File: config.mk
export PLATFORM = sky130hd
export DESIGN_NAME = pfe_ram
export DESIGN_NICKNAME = d
export VERILOG_FILES = /design/src/pfe_ram.sv
export SDC_FILE = /design/constraint.sdc
export NUM_CORES = 2
export LEC_CHECK = 0
export BUFFER_PORTS_ARGS = -buffer_cell sky130_fd_sc_hd__clkbuf_2
export CAP_MARGIN = 10
export CORE_MARGIN = 3
export CORE_UTILIZATION = 30
export CTS_BUF_LIST = sky130_fd_sc_hd__clkbuf_8
export CTS_CLUSTER_SIZE = 20
export DETAILED_ROUTE_END_ITERATION = 12
export PLACE_DENSITY = 0.56
export SLEW_MARGIN = 40
export SYNTH_ARGS = -nofsm -noshare
export SYNTH_HDL_FRONTEND = slang
export SYNTH_SLANG_ARGS = --single-unit
File: constraint.sdc
create_clock -name clock -period 3.2 [get_ports clock]
set_clock_uncertainty 0.1 [all_clocks]
set_input_delay 0.16 -clock clock [delete_from_list [all_inputs] [get_ports clock]]
set_output_delay 0.16 -clock clock [all_outputs]
set_load 0.01 [all_outputs]
File: src/pfe_ram.sv
// Generic single-write, single-read synchronous RAM with a registered read port.
// Depends on nothing; instantiated for the coefficient and table stores.

module pfe_ram #(
   parameter int WIDTH = 16,
   parameter int DEPTH = 256
) (
   input  logic                                      clock,
   input  logic                                      wr_en,
   input  logic [((DEPTH > 1) ? $clog2(DEPTH) : 1)-1:0] wr_addr,
   input  logic [WIDTH-1:0]                          wr_data,
   input  logic [((DEPTH > 1) ? $clog2(DEPTH) : 1)-1:0] rd_addr,
   output logic [WIDTH-1:0]                          rd_data
);

   logic [WIDTH-1:0] mem_ff [DEPTH];
   logic [WIDTH-1:0] rd_data_ff;

   always_ff @(posedge clock) begin
      if (wr_en) begin
         mem_ff[wr_addr] <= wr_data;
      end
      rd_data_ff <= mem_ff[rd_addr];
   end

   assign rd_data = rd_data_ff;

endmodule

==> impl_metrics.yaml <==
outcome:
  run_status: "complete, no violations"
pwr:
  total_leakage_power_nw: 59.8
  pwr_density_cell_mw_per_mm2: 574
  ir_drop_uv: 433
critical_path:
  worstPathCellList: "dlygate4sd3_1 -> clkbuf_8 -> or2_4 -> buf_12 -> buf_4 -> o221ai_1 -> o22ai_1 -> nor3_1 -> buf_4 -> nor4_1 -> dlygate4sd3_1 -> nor4_2"
  crit_fanout: 31
  r2r-end: "rd_data[12]$_DFF_P_"
  path_class: "in -> reg"
  r2r_setup_slack_ns: 0.06
  crit_arrival_ns: 4.22
  reg2reg_depth: 7
  critical_path.endpoint_type: "flip-flop"
  critical_path.slowest_cell: "sky130_fd_sc_hd__dlygate4sd3_1"
  reg2reg_from: "mem_ff[51][12]$_DFFE_PP_"
  worst_path_required_time_ns: 4.24
  critPathLaunchType: "input port"
  critical-path-max-stage-delay_ns: 0.62
timing:
  final.hold.worst_slack_ns: 0.158
  achievable-frequency_mhz: 315
  final-max-slew-violation-count: 0
  unrepaired_setup_endpoints_after_global_routing: "false"
  timing.final.setup_violations: 0
  slew_margin_rel: 0.412
  fin_tns_setup_ns: 0
  timing_hold_violations_final: 0
  final_period_minus_worst_setup_slack_ns: 3.18
  tightest_slew_ns: 0.880
  layout_worst_path_cycle_share: 0.993
cells_and_area:
  fillerInstances: 48406
  area_delta_synth_final_pct: 17.4
  drive_above_1_share: 0.298
  layoutNonFillerInstCount: 16011
  layout.cells.most_common: "sky130_fd_sc_hd__edfxtp_1"
  final_cell_mix: "4096 x sky130_fd_sc_hd__edfxtp_1, 797 x sky130_fd_sc_hd__mux4_2, 724 x sky130_fd_sc_hd__buf_4"
  fin_nets: 8559
  layout.cell_area.non_filler_mm2: 0.186
logic_synthesis:
  area_fraction_in_compound_gates_after_synthesis: 0.0354
  ys_ff_latch: 4112
  synth_cell_types: 52
  synth_edf_count: 4096
  synth_area_per_cell_um2: 21.6
  syn_inst: 7360
  synth-simple-area-share: 0.0157
  synth_area_mm2: 0.159
  dominantRegCellSynth: "sky130_fd_sc_hd__edfxtp_1"
  synthAdderAreaFrac: 0
  postSynthNetCount: 7394
  xor_xnor_portion_of_the_synthesized_cell_area: 0
  synth_top_family_by_area: "multiplexers"
  synth_seq_area_share: 0.777
  yosys-mux-area-fraction: 0.155
  async_reset_ff_frac: 0
  yosys_warnings: 0
route:
  finalWirelength_um: 459000
  drt_pass1_iterations: 5
  dr_total_vias: 82023
  routed_via_density: 5.12
  initialDrtViolationCount: 9359
  wire_per_inst_um: 28.7
  drt.antenna.violating_nets: 0
  drc_errors: 0
hold_path:
  hold-path-endpoint: "mem_ff[93][8]$_DFFE_PP_"
  hold_path_startpoint: "wr_data[8]"
  worst_hold_path_type: "in -> reg"
  whs_path_depth: 3
cts:
  ctsRootBufferMaster: "sky130_fd_sc_hd__clkbuf_8"
  clock_sink_count: 4112
  clock_tree_from_tritoncts: "done"
  postCtsSetupBuffers: 0
  clockBufferDepth: 4
  worst_skew_pair.late_latency_ns: 1.27
  cts-buffers-inserted: 633
  path_clk_slew_ns: 0.06
  htreeDepth: 6
grt:
  global_route.overflow_total: 0
  grt_antenna_before_repair: 30
  grt_usage: 0.166
  grt_max_degree: 136
  grt_first_pass_wirelength_um: 647000
  vias_in_the_first_global_route: 83446
die:
  placementRows: 266
  floorplan.die.width_um: 733
  die_ht_um: 733
  placeableCoreArea_mm2: 0.526
  starting_utilization_of_the_core_area: 0.302
  num_io_pins: 50
  design.die.area_mm2: 0.538
placed_design:
  port_buffers: 49
  placed_instance_area_mm2: 0.174
  final_weighted_congestion_of_routability_driven_global_placement: 0.855
  placed_cells: 14778
  dp_hpwl_um: 286000
flow_run:
  max_cap_viol_count: 0
-- synth_stat cells, types with 2 or more instances --
library cell	instances	area, um2
sky130_fd_sc_hd__o21ai_0	37	185
sky130_fd_sc_hd__a221oi_1	28	245
sky130_fd_sc_hd__nand2_1	38	143
sky130_fd_sc_hd__mux2i_1	565	5660
sky130_fd_sc_hd__and3_1	11	68.8
sky130_fd_sc_hd__clkbuf_1	230	863
sky130_fd_sc_hd__nor3_1	92	460
sky130_fd_sc_hd__buf_12	5	100
sky130_fd_sc_hd__buf_8	11	165
sky130_fd_sc_hd__a22oi_1	43	323
sky130_fd_sc_hd__or2_2	4	25.0
sky130_fd_sc_hd__nand4b_1	3	26.3
sky130_fd_sc_hd__o32ai_1	20	175
sky130_fd_sc_hd__and4_1	2	17.5
sky130_fd_sc_hd__buf_2	76	380
sky130_fd_sc_hd__a22o_1	32	280
sky130_fd_sc_hd__o221ai_1	252	2210
sky130_fd_sc_hd__nor4bb_1	2	20.0
sky130_fd_sc_hd__o31ai_1	16	120
sky130_fd_sc_hd__a21o_1	2	15.0
sky130_fd_sc_hd__nor4_1	17	106
sky130_fd_sc_hd__a211oi_1	18	135
sky130_fd_sc_hd__nand4_1	26	163
sky130_fd_sc_hd__buf_6	77	867
sky130_fd_sc_hd__a21oi_1	175	876
sky130_fd_sc_hd__buf_4	26	195
sky130_fd_sc_hd__a31oi_1	6	37.5
sky130_fd_sc_hd__nand3_1	35	175
sky130_fd_sc_hd__dfxtp_1	16	320
sky130_fd_sc_hd__edfxtp_1	4096	123000
sky130_fd_sc_hd__mux4_2	797	17900
sky130_fd_sc_hd__buf_1	27	101
sky130_fd_sc_hd__nor2b_1	9	56.3
sky130_fd_sc_hd__a2111oi_0	6	52.6
sky130_fd_sc_hd__o22ai_1	148	926
sky130_fd_sc_hd__inv_1	3	11.3
sky130_fd_sc_hd__or3_1	2	12.5
sky130_fd_sc_hd__nor2_1	304	1140
sky130_fd_sc_hd__mux2_2	88	991
sky130_fd_sc_hd__nand2b_1	3	18.8
-- logic make-up (layout without fill, tap and decap cells) --
family	after synthesis	in the layout
simple gates	556	556
mux	1450	1450
flops	4112	4112
buf+inv	456	2116
other cells	0	23
compound gates	786	786
-- routing by layer --
metal	wire length (um)	up-vias	global-route usage
li1	-	33749	-
met1	185000	44029	0.222
met2	226000	3553	0.278
met3	33400	684	0.0281
met4	14800	8	0.0519
met5	54	-	0
-- repair_timing --
| item | 4_1_cts | 5_1_grt |
|---|---|---|
| hold buffers | 79 | 0 |
| setup endpoints to repair | 0 | 2 |
| gates resized for setup | 0 | 1 |
| hold endpoints to repair | 7856 | 0 |
-- sequential cells by signal, summed over array words and instances, names as in the netlist --
| name | cells |
|---|---|
| rd_data | 16 |
| mem_ff | 4096 |
-- worst max-delay path: cells and delay by family --
family,cells,cell delay (ns)
AOI/OAI and AO/OA,2,0.55
buffers and inverters,6,2.17
and+or+nand+nor,4,1.26
-- through the flow --
stage                     total power [mW]   util  setup slack, ns
after detailed placement              67.0  0.330           -0.392
final                                  107  0.354           0.0218
after floorplan                       63.5      -            0.775
after CTS                              108  0.354           0.0532
after global placement                66.8  0.330           -0.724
after global routing                   111  0.354           0.0265
-- final cells by class --
cell class / instances / area, um2 / share of cell area
Antenna cell: 23 / 57.6 / 0.000309
Clock buffer: 641 / 8820 / 0.0474
Clock inverter: 489 / 2790 / 0.0150
Inverter: 4 / 27.5 / 0.000148
Multi-Input combinational cell: 2792 / 33000 / 0.177
Sequential cell: 4112 / 123000 / 0.662
Tap cell: 6968 / 8720 / 0.0468
Timing Repair Buffer: 982 / 9550 / 0.0513
-- worst max path at each step --
| stage | startpoint | end | slack, ns |
|---|---|---|---|
| after global placement | rd_addr[0] | rd_data[6]$_DFF_P_ | -0.72 |
| after global routing | mem_ff[58][12]$_DFFE_PP_ | rd_data[12]$_DFF_P_ | 0.03 |
| after CTS | mem_ff[23][12]$_DFFE_PP_ | rd_data[12]$_DFF_P_ | 0.05 |
| after detailed placement | rd_addr[0] | rd_data[0]$_DFF_P_ | -0.39 |
| final | rd_addr[2] | rd_data[4]$_DFF_P_ | 0.02 |
| after floorplan | wr_addr[3] | mem_ff[235][0]$_DFFE_PP_ | 0.77 |
-- where the power goes --
| group | switching (mW) | internal [mW] | total (mW) |
|---|---|---|---|
| combinational | 4.03 | 2.39 | 6.42 |
| sequential | 0.164 | 59.4 | 59.5 |
| clock | 20.8 | 20.2 | 41.0 |
No activity file was read; power rests on OpenSTA's default activity.
